**src/hdl/urs_pkg.sv**
```systemverilog
// Shared types and constants for the ultrasonic ranging and steering block.
// No dependencies; every other file refers to this package by scoped names.
`timescale 1ns / 1ps
`default_nettype none
package urs_pkg;

  localparam int DIST_W = 11;
  localparam int CAP_W  = 16;
  localparam int SEL_W  = 2;
  localparam int MODE_W = 3;
  localparam int CFG_IDX_W = 2;

  typedef logic [DIST_W-1:0] dist_t;
  typedef logic [SEL_W-1:0]  sel_t;

  // Sensor codes of the round-robin pointer.
  localparam sel_t SENS_RIGHT = 2'd0;
  localparam sel_t SENS_LEFT  = 2'd1;
  localparam sel_t SENS_FRONT = 2'd2;

  // Configuration register indexes.
  localparam logic [CFG_IDX_W-1:0] CFG_FRONT_THR  = 2'd0;
  localparam logic [CFG_IDX_W-1:0] CFG_SIDE_THR   = 2'd1;
  localparam logic [CFG_IDX_W-1:0] CFG_TURN_THR   = 2'd2;
  localparam logic [CFG_IDX_W-1:0] CFG_SIDE_MARG  = 2'd3;

  // Reset values.
  localparam dist_t FRONT_THR_RST = 11'd30;
  localparam dist_t SIDE_THR_RST  = 11'd20;
  localparam dist_t TURN_THR_RST  = 11'd50;
  localparam dist_t SIDE_MARG_RST = 11'd5;

  // Echo width to centimetres: floor(w/58) = floor(floor(w/2) * RECIP_29 / 2^24).
  // Exact for floor(w/2) below 64280; larger widths saturate first.
  localparam int    ECHO_DIVISOR = 58;
  localparam int    SAT_LIMIT    = (1 << DIST_W) * ECHO_DIVISOR;
  localparam int    HALF_W       = 16;
  localparam int    RECIP_W      = 20;
  localparam int    RECIP_SHIFT  = 24;
  localparam logic [RECIP_W-1:0] RECIP_29 = 20'd578525;
  localparam dist_t DIST_MAX     = '1;

  typedef struct packed {
    dist_t front_thr;
    dist_t side_thr;
    dist_t turn_thr;
    dist_t side_marg;
  } cfg_t;

  // One decoded echo event for the steering logic.
  typedef struct packed {
    logic  tick;
    logic  fall;
    dist_t range_cm;
  } echo_evt_t;

  typedef struct packed {
    logic              trigger_pulse;
    sel_t              sensor_select;
    logic              left_wheel_reverse;
    logic              right_wheel_reverse;
    logic [MODE_W-1:0] drive_mode;
    dist_t             front_range;
    dist_t             left_range;
    dist_t             right_range;
  } result_t;

endpackage
`default_nettype wire

```
**src/hdl/urs_in_if.sv**
```systemverilog
// Input request channel: scan ticks and echo-edge capture times.
// Depends on urs_pkg for the field widths.
`timescale 1ns / 1ps
`default_nettype none
interface urs_in_if;
  logic                        valid;
  logic                        ready;
  logic                        mode;
  logic [urs_pkg::CAP_W-1:0]   capture_time;

  modport source (output valid, output mode, output capture_time, input ready);
  modport sink   (input valid, input mode, input capture_time, output ready);
endinterface
`default_nettype wire

```
**src/hdl/urs_out_if.sv**
```systemverilog
// Result request channel: trigger, sensor select, wheel and range status.
// Depends on urs_pkg for the field widths.
`timescale 1ns / 1ps
`default_nettype none
interface urs_out_if;
  logic                         valid;
  logic                         ready;
  logic                         trigger_pulse;
  logic [urs_pkg::SEL_W-1:0]    sensor_select;
  logic                         left_wheel_reverse;
  logic                         right_wheel_reverse;
  logic [urs_pkg::MODE_W-1:0]   drive_mode;
  logic [urs_pkg::DIST_W-1:0]   front_range;
  logic [urs_pkg::DIST_W-1:0]   left_range;
  logic [urs_pkg::DIST_W-1:0]   right_range;

  modport source (output valid, output trigger_pulse, output sensor_select,
                  output left_wheel_reverse, output right_wheel_reverse,
                  output drive_mode, output front_range, output left_range,
                  output right_range, input ready);
  modport sink   (input valid, input trigger_pulse, input sensor_select,
                  input left_wheel_reverse, input right_wheel_reverse,
                  input drive_mode, input front_range, input left_range,
                  input right_range, output ready);
endinterface
`default_nettype wire

```
**src/hdl/urs_ranger.sv**
```systemverilog
// Echo edge tracker: keeps the rising stamp and turns an echo width into cm.
// Depends on urs_pkg.
`timescale 1ns / 1ps
`default_nettype none
module urs_ranger #(
  parameter int TIMER_WIDTH = 16
) (
  input  wire logic                        clk,
  input  wire logic                        rst_n,
  input  wire logic                        step,
  input  wire logic                        mode,
  input  wire logic [urs_pkg::CAP_W-1:0]   capture_time,
  output urs_pkg::echo_evt_t               evt
);

  localparam int WW = (TIMER_WIDTH > 17) ? TIMER_WIDTH : 17;
  localparam int PROD_W = urs_pkg::HALF_W + urs_pkg::RECIP_W;

  logic                   awaiting_fall_r;
  logic [TIMER_WIDTH-1:0] rise_stamp_r;
  logic [TIMER_WIDTH-1:0] cap_tw;
  logic [TIMER_WIDTH-1:0] width;
  logic [WW-1:0]          width_w;
  logic                   sat;
  logic [PROD_W-1:0]      prod;

  assign cap_tw  = TIMER_WIDTH'(capture_time);
  assign width   = cap_tw - rise_stamp_r;
  assign width_w = WW'(width);
  assign sat     = (width_w >= WW'(urs_pkg::SAT_LIMIT));
  assign prod    = PROD_W'(width_w[urs_pkg::HALF_W:1]) * PROD_W'(urs_pkg::RECIP_29);

  always_comb begin
    evt.tick     = ~mode;
    evt.fall     = mode & awaiting_fall_r;
    evt.range_cm = sat ? urs_pkg::DIST_MAX
                       : prod[urs_pkg::RECIP_SHIFT +: urs_pkg::DIST_W];
  end

  always_ff @(posedge clk) begin
    if (!rst_n) begin
      awaiting_fall_r <= 1'b0;
      rise_stamp_r    <= '0;
    end else if (step && mode) begin
      if (!awaiting_fall_r) begin
        rise_stamp_r <= cap_tw;
      end
      awaiting_fall_r <= ~awaiting_fall_r;
    end
  end

endmodule
`default_nettype wire

```
**src/hdl/urs_steer.sv**
```systemverilog
// Sensor pointer, stored distances and the drive-mode state machine.
// Depends on urs_pkg; gives the result of the current event combinationally.
`timescale 1ns / 1ps
`default_nettype none
module urs_steer (
  input  wire logic                clk,
  input  wire logic                rst_n,
  input  wire logic                step,
  input  wire urs_pkg::echo_evt_t  evt,
  input  wire urs_pkg::cfg_t       cfg,
  output urs_pkg::result_t         res
);

  typedef enum logic [urs_pkg::MODE_W-1:0] {
    DM_CRUISE  = 3'd0,
    DM_MEAS_R  = 3'd1,
    DM_MEAS_L  = 3'd2,
    DM_TURN_R  = 3'd3,
    DM_TURN_L  = 3'd4,
    DM_AVOID_R = 3'd5,
    DM_AVOID_L = 3'd6
  } drive_t;

  drive_t          state_r, state_nxt;
  urs_pkg::sel_t   ptr_r, ptr_nxt;
  urs_pkg::dist_t  front_r, front_nxt;
  urs_pkg::dist_t  left_r, left_nxt;
  urs_pkg::dist_t  right_r, right_nxt;
  urs_pkg::dist_t  release_lvl;
  logic            trig;
  logic            st_right, st_left;

  assign release_lvl = (cfg.side_thr > cfg.side_marg) ? cfg.side_thr - cfg.side_marg : '0;

  always_comb begin
    trig      = 1'b0;
    st_right  = 1'b0;
    st_left   = 1'b0;
    ptr_nxt   = ptr_r;
    front_nxt = front_r;
    left_nxt  = left_r;
    right_nxt = right_r;
    state_nxt = state_r;

    if (evt.tick) begin
      trig = (ptr_r <= urs_pkg::SENS_FRONT);
    end else if (evt.fall) begin
      unique case (ptr_r)
        urs_pkg::SENS_RIGHT: begin
          right_nxt = evt.range_cm;
          ptr_nxt   = urs_pkg::SENS_LEFT;
          st_right  = 1'b1;
        end
        urs_pkg::SENS_LEFT: begin
          left_nxt = evt.range_cm;
          ptr_nxt  = urs_pkg::SENS_FRONT;
          st_left  = 1'b1;
        end
        urs_pkg::SENS_FRONT: begin
          front_nxt = evt.range_cm;
          ptr_nxt   = urs_pkg::SENS_RIGHT;
        end
        default: ;
      endcase
    end

    unique case (state_r)
      DM_MEAS_R: begin
        if (st_right) begin
          state_nxt = DM_MEAS_L;
          trig      = 1'b1;
        end
      end
      DM_MEAS_L: begin
        if (st_left) begin
          state_nxt = (right_nxt > left_nxt) ? DM_TURN_R : DM_TURN_L;
        end
      end
      DM_TURN_R, DM_TURN_L: begin
        if (front_nxt >= cfg.turn_thr) begin
          state_nxt = DM_CRUISE;
          left_nxt  = cfg.side_thr;
          right_nxt = cfg.side_thr;
        end
      end
      DM_AVOID_R: begin
        if (left_nxt >= release_lvl) state_nxt = DM_CRUISE;
      end
      DM_AVOID_L: begin
        if (right_nxt >= release_lvl) state_nxt = DM_CRUISE;
      end
      default: begin
        state_nxt = DM_CRUISE;
        if (front_nxt < cfg.front_thr) begin
          state_nxt = DM_MEAS_R;
          ptr_nxt   = urs_pkg::SENS_RIGHT;
          trig      = 1'b1;
        end else if (left_nxt < cfg.side_thr) begin
          state_nxt = DM_AVOID_R;
        end else if (right_nxt < cfg.side_thr) begin
          state_nxt = DM_AVOID_L;
        end
      end
    endcase

    res.trigger_pulse       = trig;
    res.sensor_select       = ptr_nxt;
    res.left_wheel_reverse  = (state_nxt == DM_TURN_L) || (state_nxt == DM_AVOID_L);
    res.right_wheel_reverse = (state_nxt == DM_TURN_R) || (state_nxt == DM_AVOID_R);
    res.drive_mode          = state_nxt;
    res.front_range         = front_nxt;
    res.left_range          = left_nxt;
    res.right_range         = right_nxt;
  end

  always_ff @(posedge clk) begin
    if (!rst_n) begin
      state_r <= DM_CRUISE;
      ptr_r   <= urs_pkg::SENS_FRONT;
      front_r <= urs_pkg::FRONT_THR_RST;
      left_r  <= urs_pkg::SIDE_THR_RST;
      right_r <= urs_pkg::SIDE_THR_RST;
    end else if (step) begin
      state_r <= state_nxt;
      ptr_r   <= ptr_nxt;
      front_r <= front_nxt;
      left_r  <= left_nxt;
      right_r <= right_nxt;
    end
  end

endmodule
`default_nettype wire

```
**src/hdl/ultrasonic_ranging_obstacle_steering.sv**
```systemverilog
// Top level of the ultrasonic ranging and obstacle steering block.
// Depends on urs_pkg, urs_in_if, urs_out_if, urs_ranger and urs_steer.
//
// Usage:
//   in_chan carries one request per event: mode 0 is a scan tick, mode 1 an
//   echo edge with the timer value latched at that edge. Edges alternate
//   rising/falling; a falling edge turns the echo width into centimetres for
//   the sensor under the round-robin pointer (right, left, front).
//   out_chan returns exactly one result request per input request: trigger
//   and sensor select, wheel reverse lines, drive mode and the three ranges.
//   cfg_we/cfg_index/cfg_data write the four thresholds; write them only
//   while no request is in flight.
// Timing:
//   A request lands in the input register, then one pass of steering logic
//   (echo width, divide by 58 through a reciprocal multiply, state update)
//   loads the result register. Throughput is one request per cycle while
//   out_chan.ready stays high.
// Reset:
//   rst_n (synchronous) empties both registers and restores thresholds,
//   ranges, the pointer (front) and cruise mode. No clearing pass.
// Stall:
//   While out_chan.ready is low the result holds; the input register still
//   takes one more request, then in_chan.ready drops until the result moves.
`timescale 1ns / 1ps
`default_nettype none
module ultrasonic_ranging_obstacle_steering #(
  parameter int TIMER_WIDTH = 16
) (
  input  wire logic                           clk,
  input  wire logic                           rst_n,
  urs_in_if.sink                              in_chan,
  urs_out_if.source                           out_chan,
  input  wire logic                           cfg_we,
  input  wire logic [urs_pkg::CFG_IDX_W-1:0]  cfg_index,
  input  wire logic [urs_pkg::DIST_W-1:0]     cfg_data
);

  // Input register.
  logic                       in_valid_r;
  logic                       in_mode_r;
  logic [urs_pkg::CAP_W-1:0]  in_cap_r;

  // Result register.
  logic                       out_valid_r;
  urs_pkg::result_t           out_res_r;

  urs_pkg::cfg_t              cfg_r;
  urs_pkg::echo_evt_t         evt;
  urs_pkg::result_t           res_nxt;
  logic                       step;

  // Advance the held request when the result register is free or draining.
  assign step         = in_valid_r && (!out_valid_r || out_chan.ready);
  assign in_chan.ready = !in_valid_r || step;

  always_ff @(posedge clk) begin
    if (!rst_n) begin
      in_valid_r <= 1'b0;
    end else if (in_chan.ready) begin
      in_valid_r <= in_chan.valid;
    end
  end

  // Payload needs no reset; load only on acceptance.
  always_ff @(posedge clk) begin
    if (in_chan.valid && in_chan.ready) begin
      in_mode_r <= in_chan.mode;
      in_cap_r  <= in_chan.capture_time;
    end
  end

  // Configuration registers.
  always_ff @(posedge clk) begin
    if (!rst_n) begin
      cfg_r.front_thr <= urs_pkg::FRONT_THR_RST;
      cfg_r.side_thr  <= urs_pkg::SIDE_THR_RST;
      cfg_r.turn_thr  <= urs_pkg::TURN_THR_RST;
      cfg_r.side_marg <= urs_pkg::SIDE_MARG_RST;
    end else if (cfg_we) begin
      unique case (cfg_index)
        urs_pkg::CFG_FRONT_THR: cfg_r.front_thr <= cfg_data;
        urs_pkg::CFG_SIDE_THR:  cfg_r.side_thr  <= cfg_data;
        urs_pkg::CFG_TURN_THR:  cfg_r.turn_thr  <= cfg_data;
        urs_pkg::CFG_SIDE_MARG: cfg_r.side_marg <= cfg_data;
        default: ;
      endcase
    end
  end

  urs_ranger #(
    .TIMER_WIDTH (TIMER_WIDTH)
  ) u_ranger (
    .clk          (clk),
    .rst_n        (rst_n),
    .step         (step),
    .mode         (in_mode_r),
    .capture_time (in_cap_r),
    .evt          (evt)
  );

  urs_steer u_steer (
    .clk   (clk),
    .rst_n (rst_n),
    .step  (step),
    .evt   (evt),
    .cfg   (cfg_r),
    .res   (res_nxt)
  );

  // Hold the result until the receiver takes it.
  always_ff @(posedge clk) begin
    if (!rst_n) begin
      out_valid_r <= 1'b0;
    end else if (step) begin
      out_valid_r <= 1'b1;
    end else if (out_chan.ready) begin
      out_valid_r <= 1'b0;
    end
  end

  always_ff @(posedge clk) begin
    if (step) begin
      out_res_r <= res_nxt;
    end
  end

  assign out_chan.valid               = out_valid_r;
  assign out_chan.trigger_pulse       = out_res_r.trigger_pulse;
  assign out_chan.sensor_select       = out_res_r.sensor_select;
  assign out_chan.left_wheel_reverse  = out_res_r.left_wheel_reverse;
  assign out_chan.right_wheel_reverse = out_res_r.right_wheel_reverse;
  assign out_chan.drive_mode          = out_res_r.drive_mode;
  assign out_chan.front_range         = out_res_r.front_range;
  assign out_chan.left_range          = out_res_r.left_range;
  assign out_chan.right_range         = out_res_r.right_range;

`ifndef NO_ASSERTIONS
  // A held request that cannot advance stays in the input register.
  a_in_hold: assert property (@(posedge clk) disable iff (!rst_n)
    in_valid_r && !step |=> in_valid_r)
    else $error("input request dropped while stalled");

  // Every advanced request shows up as a result.
  a_step_result: assert property (@(posedge clk) disable iff (!rst_n)
    step |=> out_valid_r)
    else $error("advanced request produced no result");

  // A taken result with nothing behind it empties the result register.
  a_out_drain: assert property (@(posedge clk) disable iff (!rst_n)
    out_valid_r && out_chan.ready && !step |=> !out_valid_r)
    else $error("result repeated after it was taken");

  // A stalled result keeps its payload.
  a_out_stall: assert property (@(posedge clk) disable iff (!rst_n)
    out_valid_r && !out_chan.ready |=> out_valid_r && $stable(out_res_r))
    else $error("stalled result changed");
`endif

endmodule
`default_nettype wire
```
**src/flat_wrapper.sv**
```systemverilog
// flat-port wrapper written by rule: the top's interface ports become plain ports
module ultrasonic_ranging_obstacle_steering_flat 
#(
  parameter int TIMER_WIDTH = 16
)
  (clk, rst_n, cfg_we, cfg_index, cfg_data, in_chan_valid, in_chan_mode, in_chan_capture_time, in_chan_ready, out_chan_valid, out_chan_trigger_pulse, out_chan_sensor_select, out_chan_left_wheel_reverse, out_chan_right_wheel_reverse, out_chan_drive_mode, out_chan_front_range, out_chan_left_range, out_chan_right_range, out_chan_ready);
  urs_in_if in_chan_i ();
  urs_out_if out_chan_i ();
  input  wire logic clk;
  input  wire logic rst_n;
  input  wire logic cfg_we;
  input  wire logic [urs_pkg::CFG_IDX_W-1:0] cfg_index;
  input  wire logic [urs_pkg::DIST_W-1:0] cfg_data;
  input wire logic [$bits(in_chan_i.valid)-1:0] in_chan_valid;
  input wire logic [$bits(in_chan_i.mode)-1:0] in_chan_mode;
  input wire logic [$bits(in_chan_i.capture_time)-1:0] in_chan_capture_time;
  output wire logic [$bits(in_chan_i.ready)-1:0] in_chan_ready;
  output wire logic [$bits(out_chan_i.valid)-1:0] out_chan_valid;
  output wire logic [$bits(out_chan_i.trigger_pulse)-1:0] out_chan_trigger_pulse;
  output wire logic [$bits(out_chan_i.sensor_select)-1:0] out_chan_sensor_select;
  output wire logic [$bits(out_chan_i.left_wheel_reverse)-1:0] out_chan_left_wheel_reverse;
  output wire logic [$bits(out_chan_i.right_wheel_reverse)-1:0] out_chan_right_wheel_reverse;
  output wire logic [$bits(out_chan_i.drive_mode)-1:0] out_chan_drive_mode;
  output wire logic [$bits(out_chan_i.front_range)-1:0] out_chan_front_range;
  output wire logic [$bits(out_chan_i.left_range)-1:0] out_chan_left_range;
  output wire logic [$bits(out_chan_i.right_range)-1:0] out_chan_right_range;
  input wire logic [$bits(out_chan_i.ready)-1:0] out_chan_ready;
  assign in_chan_i.valid = in_chan_valid;
  assign in_chan_i.mode = in_chan_mode;
  assign in_chan_i.capture_time = in_chan_capture_time;
  assign in_chan_ready = in_chan_i.ready;
  assign out_chan_valid = out_chan_i.valid;
  assign out_chan_trigger_pulse = out_chan_i.trigger_pulse;
  assign out_chan_sensor_select = out_chan_i.sensor_select;
  assign out_chan_left_wheel_reverse = out_chan_i.left_wheel_reverse;
  assign out_chan_right_wheel_reverse = out_chan_i.right_wheel_reverse;
  assign out_chan_drive_mode = out_chan_i.drive_mode;
  assign out_chan_front_range = out_chan_i.front_range;
  assign out_chan_left_range = out_chan_i.left_range;
  assign out_chan_right_range = out_chan_i.right_range;
  assign out_chan_i.ready = out_chan_ready;
  ultrasonic_ranging_obstacle_steering #(.TIMER_WIDTH(TIMER_WIDTH)) u_core (.clk(clk), .rst_n(rst_n), .in_chan(in_chan_i), .out_chan(out_chan_i), .cfg_we(cfg_we), .cfg_index(cfg_index), .cfg_data(cfg_data));
endmodule
```
**config.mk**
```make
export PLATFORM = sky130hd
export DESIGN_NAME = ultrasonic_ranging_obstacle_steering_flat
export DESIGN_NICKNAME = d
export VERILOG_FILES = /design/src/hdl/urs_pkg.sv /design/src/hdl/urs_in_if.sv /design/src/hdl/urs_out_if.sv /design/src/hdl/urs_ranger.sv /design/src/hdl/urs_steer.sv /design/src/hdl/ultrasonic_ranging_obstacle_steering.sv /design/src/flat_wrapper.sv
export SDC_FILE = /design/constraint.sdc
export NUM_CORES = 1
export LEC_CHECK = 0
export ABC_AREA = 1
export BUFFER_PORTS_ARGS = -buffer_cell sky130_fd_sc_hd__buf_2
export CELL_PAD_IN_SITES_DETAIL_PLACEMENT = 1
export CELL_PAD_IN_SITES_GLOBAL_PLACEMENT = 1
export CORE_MARGIN = 2
export CORE_UTILIZATION = 36
export CTS_BUF_LIST = sky130_fd_sc_hd__clkbuf_4 sky130_fd_sc_hd__clkbuf_8
export DETAILED_ROUTE_END_ITERATION = 8
export PLACE_DENSITY = 0.69
export SETUP_SLACK_MARGIN = 0.15
export SKIP_LAST_GASP = 1
export SLEW_MARGIN = 20
export SYNTH_ARGS = -nofsm -noshare
export SYNTH_HDL_FRONTEND = slang
export SYNTH_HIERARCHICAL = 1
export SYNTH_SLANG_ARGS = --single-unit
```
**constraint.sdc**
```tcl
create_clock -name clk -period 9 [get_ports clk]
set_input_delay 1.35 -clock clk [delete_from_list [all_inputs] [get_ports clk]]
set_output_delay 1.35 -clock clk [all_outputs]
set_load 0.02 [all_outputs]
```
==> impl_metrics.json, run 1 <==
{
  "run_status": "finished clean",
  "remaining_drc_errors": 0,
  "mappedNetlistNets": 2486,
  "synthArstFlopShare_pct": 0,
  "vias": 13550,
  "htree_levels": 4,
  "ant_nets": 0,
  "final.setup.tns_ns": 0,
  "grtUsageMet3_pct": 2.765,
  "worst_hold_path.num_cells": 2,
  "timing.final.crit_share_pct": 92.70,
  "pre_cts_ws_ns": 0.04334,
  "first_iter_violations": 631,
  "cp_max_fo": 4,
  "synth_edf_count": 58,
  "first_global_vias": 14410,
  "post_synth_instance_area_um2": 15740,
  "nNetsFinal": 2575,
  "globalplace.congestion": 0.9110,
  "worst-setup-path-type": "reg -> reg",
  "instance_count_of_the_mapped_netlist": 2114,
  "fin_crit_ns": 8.343,
  "final-hold-violation-count": 0,
  "cts-hold-fix-buffers": 0,
  "timing.critical_path.slowest_stage_cell": "sky130_fd_sc_hd__fa_1",
  "routed_wl_mm": 48.48,
  "input_output_buffers": 77,
  "max_slew_margin_pct": 30.85,
  "cts_buffers": 17,
  "std_cell_rows": 76,
  "placeableCoreArea_um2": 43080,
  "timing.critical_path.from_type": "flip-flop",
  "yosysWarningCount": 6,
  "muxShareOfSynthArea_pct": 0,
  "largest_family_of_logic_cells_by_synthesized_area": "adder cells",
  "fin_ws_ns": 0.6574,
  "most-common-layout-cells": "sky130_fd_sc_hd__inv_1 (483), sky130_fd_sc_hd__nand2_1 (479), sky130_fd_sc_hd__ha_1 (222)",
  "final_common_cell": "sky130_fd_sc_hd__inv_1",
  "num_io_pins": 78,
  "timing.max_cap.violations": 0,
  "maxClockFrequency_mhz": 119.9,
  "wire_per_inst_um": 17.31,
  "synth_cell_types": 47,
  "grt_usage_pct": 22.41,
  "xor_xnor_portion_of_the_synthesized_cell_area_pct": 1.002,
  "insertedDiodeCount": 0,
  "cts_tree": "built",
  "busiest_layer": "met2",
  "syn_avg_cell_area_um2": 7.445,
  "synth_compound_gate_area_share_pct": 9.071,
  "grt_start_max_net_pins": 88,
  "met1_usage_pct": 31.93,
  "synth_seq_area_share_pct": 23.91,
  "gr-usage-met2_pct": 36.11,
  "grt_antenna_before_repair": 0,
  "cpPeakStageDelay_ns": 0.57,
  "yosys.area_share.simple_pct": 21.18,
  "clock_latency_ns": 0.51,
  "floorplan.die.height_um": 213.1,
  "clock-skew-final_ns": 0.01299,
  "detail_route.first_pass.iterations": 5,
  "synth_flop_cell": "sky130_fd_sc_hd__dfxtp_1",
  "first_pass_grt_wire_length_mm": 77.58,
  "crit_path_frequent_cell": "sky130_fd_sc_hd__nand2_1",
  "grt_remaining_overflow": 0,
  "synth_fa_ha_area_share_pct": 31.85,
  "final_core_utilization_pct": 40.99,
  "arrival_ns": 8.61,
  "worst_setup_path_end_kind": "flip-flop",
  "cts.sink_count": 159,
  "clockBufferDepth": 2,
  "initial_core_util_pct": 36.54,
  "root_buffer_master": "sky130_fd_sc_hd__clkbuf_8",
  "final-setup-viol-count": 0,
  "fp.dieW_um": 213.1,
  "grt_setup_unrepaired": "no",
  "ff2ff_path_depth": 42,
  "die_area_um2": 45410,
  "hp-class": "reg -> reg",
  "crit_required_ns": 9.26,
  "layout-area-overhead-vs-synth_pct": 12.20,
  "layout-drive-gt1-share_pct": 11.87,
  "postSynthRegisterBits": 159,
  "vias_per_cell": 4.839,
  "tightest_slew_ns": 1.037,
  "timing.final.max_slew_violations": 0,
  "detailedPlacementHpwl_mm": 40.37,
  "path_clk_slew_ns": 0.09
}
[cell type report]
type,instances,area [um2]
Clock buffer,17,234.0
Sequential cell,159,3764
Inverter,493,1856
Clock inverter,15,158.9
Tap cell,585,732.0
Fill cell,5408,25420
Timing Repair Buffer,108,618.1
Multi-Input combinational cell,1424,10300
[repair_timing]
action / in CTS / in global routing
buffers inserted: 0 / 6
gates resized for setup: 1 / 95
setup endpoints to repair: 4 / 57
pin swaps: 0 / 12
endpoints found under the hold margin: 0 / 0
[logic make-up after synthesis]
group,Yosys count
AOI/OAI and AO/OA,268
xor gates and xnor gates,18
adders and majority gates,337
buffers and inverters,531
DFF,159
and+or+nand+nor,801
[per-stage QoR]
step	instance area, um2	std cells	hold WS [ns]
finish	17660	2801	0.4696
global route	17660	2801	0.4923
CTS	17260	2795	0.4715
detailed placement	16860	2763	0.4490
global placement	16860	2763	0.4444
floorplan	15740	2114	0.4289
[routing by layer]
layer	vias to the layer above	share of wire [%]
li1	6732	-
met1	6600	51
met2	184	45
met3	38	2.8
met4	0	1.3
met5	-	0
[sequential cells by signal (all words and copies together), names as in the netlist, 2 cells and up]
name,cells
u_core/cfg_r,44
u_core/in_cap_r,16
u_core/out_chan.drive_mode,3
u_core/out_chan.front_range,11
u_core/out_chan.left_range,11
u_core/out_chan.right_range,11
u_core/out_chan.sensor_select,2
u_core/u_ranger/rise_stamp_r,16
u_core/u_steer/front_r,11
u_core/u_steer/left_r,11
u_core/u_steer/ptr_r,2
u_core/u_steer/right_r,11
u_core/u_steer/state_r,3
[synth_stat cells, types with 6 or more instances]
library cell | n | area [um2]
sky130_fd_sc_hd__clkbuf_1 | 16 | 60.06
sky130_fd_sc_hd__nor3_1 | 10 | 50.05
sky130_fd_sc_hd__a21oi_1 | 136 | 680.7
sky130_fd_sc_hd__nand4_1 | 11 | 68.82
sky130_fd_sc_hd__nor2_1 | 154 | 578.1
sky130_fd_sc_hd__inv_1 | 488 | 1832
sky130_fd_sc_hd__nand3_1 | 82 | 410.4
sky130_fd_sc_hd__xor2_1 | 14 | 122.6
sky130_fd_sc_hd__ha_1 | 231 | 2890
sky130_fd_sc_hd__buf_2 | 12 | 60.06
sky130_fd_sc_hd__fa_1 | 106 | 2122
sky130_fd_sc_hd__nand2_1 | 494 | 1854
sky130_fd_sc_hd__nand3b_1 | 6 | 45.04
sky130_fd_sc_hd__o21ai_1 | 9 | 45.04
sky130_fd_sc_hd__o21bai_1 | 9 | 67.56
sky130_fd_sc_hd__edfxtp_1 | 58 | 1742
sky130_fd_sc_hd__o21ai_0 | 91 | 455.4
sky130_fd_sc_hd__dfxtp_1 | 101 | 2022
sky130_fd_sc_hd__nand2_2 | 8 | 50.05
sky130_fd_sc_hd__nor2_2 | 7 | 43.79
sky130_fd_sc_hd__or2_2 | 15 | 93.84
[critical path: cells and delay by family, from the launching register on]
family | cells | cell delay [ns]
and+or+nand+nor | 20 | 2.11
DFF | 1 | 0.37
xor gates and xnor gates | 1 | 0.16
buffers and inverters | 9 | 0.64
AOI/OAI and AO/OA | 3 | 0.70
adders and majority gates | 9 | 4.11
[worst paths after layout]
path | end | from | slack [ns]
min reg2reg | u_core/u_ranger/rise_stamp_r[12] | u_core/u_ranger/rise_stamp_r[12] | 0.47
max | u_core/out_chan.drive_mode[1] | u_core/in_cap_r[0] | 0.66
min | u_core/u_ranger/rise_stamp_r[12] | u_core/u_ranger/rise_stamp_r[12] | 0.47
max reg2reg | u_core/out_chan.drive_mode[1] | u_core/in_cap_r[0] | 0.66
Power of run 1 is left out: the tool's default activity adds up to more than one toggle a clock period on the data nets, which glitch-free logic cannot reach.
==> inputs of run 2 (changes only) <==
--- a/config.mk
+++ b/config.mk
@@ -7,6 +7,7 @@
 export LEC_CHECK = 0
 export ABC_AREA = 1
 export BUFFER_PORTS_ARGS = -buffer_cell sky130_fd_sc_hd__buf_2
+export CAP_MARGIN = 25
 export CELL_PAD_IN_SITES_DETAIL_PLACEMENT = 1
 export CELL_PAD_IN_SITES_GLOBAL_PLACEMENT = 1
 export CORE_MARGIN = 2
@@ -19,5 +20,4 @@
 export SLEW_MARGIN = 20
 export SYNTH_ARGS = -nofsm -noshare
 export SYNTH_HDL_FRONTEND = slang
-export SYNTH_HIERARCHICAL = 1
 export SYNTH_SLANG_ARGS = --single-unit
==> impl_metrics.json, run 2 <==
{
  "first_global_vias": 15320,
  "final.setup.tns_ns": -15.45,
  "timing.max_cap.violations": 0,
  "layout-area-overhead-vs-synth_pct": 33.85,
  "first_pass_grt_wire_length_mm": 83.57,
  "initial_core_util_pct": 36.67,
  "nNetsFinal": 2627,
  "mappedNetlistNets": 2283,
  "run_status": "finished, violations left",
  "fin_crit_ns": 9.421,
  "clock-skew-final_ns": 0.01968,
  "input_output_buffers": 77,
  "synth_edf_count": 58,
  "root_buffer_master": "sky130_fd_sc_hd__clkbuf_8",
  "synth_top_area_share_pct": 17.93,
  "synthArstFlopShare_pct": 0,
  "globalplace.congestion": 0.8851,
  "xor_xnor_portion_of_the_synthesized_cell_area_pct": 1.278,
  "grt_setup_unrepaired": "yes",
  "final-setup-viol-count": 57,
  "largest_family_of_logic_cells_by_synthesized_area": "adder cells",
  "instance_count_of_the_mapped_netlist": 1926,
  "nFillCells": 4999,
  "cpPeakStageDelay_ns": 0.57,
  "placeableCoreArea_um2": 41110,
  "timing.critical_path.from_type": "flip-flop",
  "final_common_cell": "sky130_fd_sc_hd__inv_1",
  "worst_setup_path_end_kind": "flip-flop",
  "cts-hold-fix-buffers": 0,
  "cp_max_fo": 6,
  "yosysWarningCount": 0,
  "std_cell_rows": 74,
  "yosys.area_share.simple_pct": 17.30,
  "cts_buffers": 17,
  "path_clk_slew_ns": 0.10,
  "first_iter_violations": 692,
  "grt_usage_pct": 24.82,
  "crit_required_ns": 9.28,
  "htree_levels": 4,
  "wire_per_inst_um": 19.90,
  "final-hold-violation-count": 0,
  "placedInstanceArea_um2": 17520,
  "finish.instance_area_um2": 20180,
  "fin_worst_hold_slack_ns": 0.4653,
  "grt_remaining_overflow": 0,
  "worst-setup-path-type": "reg -> reg",
  "synth_flop_cell": "sky130_fd_sc_hd__dfxtp_1",
  "maxClockFrequency_mhz": 106.1,
  "num_io_pins": 78,
  "timing.final.crit_share_pct": 104.7,
  "grt_antenna_before_repair": 0,
  "detail_route.first_pass.iterations": 5,
  "synth_cell_types": 46,
  "hp-class": "reg -> reg",
  "largest_reg_flops": 44,
  "cts_tree": "built",
  "grt_start_max_net_pins": 91,
  "synth.top_cells.by_area": "sky130_fd_sc_hd__ha_1 (18%), sky130_fd_sc_hd__fa_1 (14%), sky130_fd_sc_hd__dfxtp_1 (13%)",
  "crit_path_frequent_cell": "sky130_fd_sc_hd__inv_2",
  "most-common-layout-cells": "sky130_fd_sc_hd__inv_1 (391), sky130_fd_sc_hd__nand2_1 (277), sky130_fd_sc_hd__buf_4 (247)",
  "synth_compound_gate_area_share_pct": 12.89,
  "pre_cts_ws_ns": -0.6413,
  "synth_fa_ha_area_share_pct": 32.01,
  "routed_wl_mm": 56.01,
  "clock_latency_ns": 0.52,
  "remaining_drc_errors": 0,
  "insertedDiodeCount": 0,
  "die_area_um2": 43520,
  "muxShareOfSynthArea_pct": 0,
  "cell_taking_the_most_area_after_synthesis": "sky130_fd_sc_hd__ha_1",
  "tightest_slew_ns": 1.177,
  "syn_avg_cell_area_um2": 7.826,
  "post_synth_instance_area_um2": 15070,
  "vias": 14490,
  "synth_seq_area_share_pct": 24.97,
  "clockBufferDepth": 2,
  "max_slew_margin_pct": 21.46,
  "vias_per_cell": 5.146,
  "arrival_ns": 9.70,
  "cts.sink_count": 159,
  "fp.dieW_um": 208.6,
  "timing.final.max_slew_violations": 0,
  "fin_ws_ns": -0.4212,
  "reg_top3": "u_core.cfg_r x44, u_core.in_cap_r x16, u_core.u_ranger.rise_stamp_r x16",
  "floorplan.die.height_um": 208.6,
  "postSynthRegisterBits": 159,
  "timing.critical_path.slowest_stage_cell": "sky130_fd_sc_hd__fa_1",
  "post_synth_most_frequent_cells": "sky130_fd_sc_hd__inv_1 (422), sky130_fd_sc_hd__nand2_1 (339), sky130_fd_sc_hd__ha_1 (216)",
  "yosys.cell_count.top_type": "sky130_fd_sc_hd__inv_1",
  "violations_in_the_final_reports": "setup timing",
  "detailedPlacementHpwl_mm": 41.07,
  "largest_register": "u_core.cfg_r",
  "ant_nets": 0,
  "layout-drive-gt1-share_pct": 30.75
}
[run 2: changes by cell type after synthesis, sizes merged, moves of 13 or more]
| cell | before | now |
|---|---|---|
| clkbuf | 16 | 29 |
| buf | 22 | 6 |
| nand2 | 504 | 358 |
| nor2 | 163 | 109 |
| o21ai | 104 | 149 |
| inv | 492 | 424 |
| ha | 231 | 216 |
| a21oi | 137 | 156 |
[run 2: layout make-up]
type / instances / area [um2] / area share [%]
clock buffers: 17 / 234.0 / 1.160
flip-flops and latches: 159 / 3764 / 18.65
repair buffers: 360 / 2691 / 13.34
well taps: 532 / 665.6 / 3.299
multi-input cells: 1307 / 11020 / 54.64
clock inverters: 15 / 192.7 / 0.9550
inverters: 425 / 1604 / 7.950
[run 2: cells by family after synthesis]
| kind of cell | Yosys count |
|---|---|
| AO/OA/AOI/OAI | 358 |
| buffers and inverters | 460 |
| XOR/XNOR | 22 |
| AND/OR/NAND/NOR | 605 |
| adder cells (fa/ha/maj) | 322 |
| flip-flops | 159 |
[run 2: metal layers]
layer / wire length, um / track usage (%) / vias to the layer above
met3: 1868 / 3.156 / 108
met4: 1780 / 8.300 / 0
met5: 0 / 0 / -
met1: 24910 / 32.36 / 7228
li1: - / - / 6850
met2: 27450 / 42.59 / 300
[run 2: through the flow]
| step | cells | util (%) |
|---|---|---|
| 6_report | 2815 | 49.08 |
| 5_1_grt | 2815 | 49.08 |
| 4_1_cts | 2790 | 47.09 |
| 3_5_place_dp | 2704 | 42.61 |
| 3_3_place_gp | 2704 | 42.61 |
| 2_1_floorplan | 1926 | - |
[run 2: critical path: cells and delay by family (launching register included)]
family / cells / cell delay [ns]
flip-flops: 1 / 0.46
XOR/XNOR: 1 / 0.14
AO/OA/AOI/OAI: 14 / 1.79
buffers and inverters: 14 / 1.36
AND/OR/NAND/NOR: 15 / 1.42
adder cells (fa/ha/maj): 9 / 3.99
[run 2: path summary, 6_finish.rpt]
| path | from | to | slack [ns] | cells after the start |
|---|---|---|---|---|
| worst max-delay path | u_core.in_cap_r[2] | u_core.out_chan.right_range[9] | -0.42 | 53 |
| worst min-delay path | u_core.u_ranger.rise_stamp_r[9] | u_core.u_ranger.rise_stamp_r[9] | 0.47 | 2 |
| worst max register to register | u_core.in_cap_r[2] | u_core.out_chan.right_range[9] | -0.42 | 53 |
| worst min register to register | u_core.u_ranger.rise_stamp_r[9] | u_core.u_ranger.rise_stamp_r[9] | 0.47 | 2 |
[run 2: repair_timing]
| item | in CTS | in global routing |
|---|---|---|
| pin swaps | 98 | 72 |
| setup endpoints to repair | 57 | 57 |
| resized for setup | 277 | 131 |
| setup buffers | 54 | 24 |
Power of run 2 is left out for the same reason.
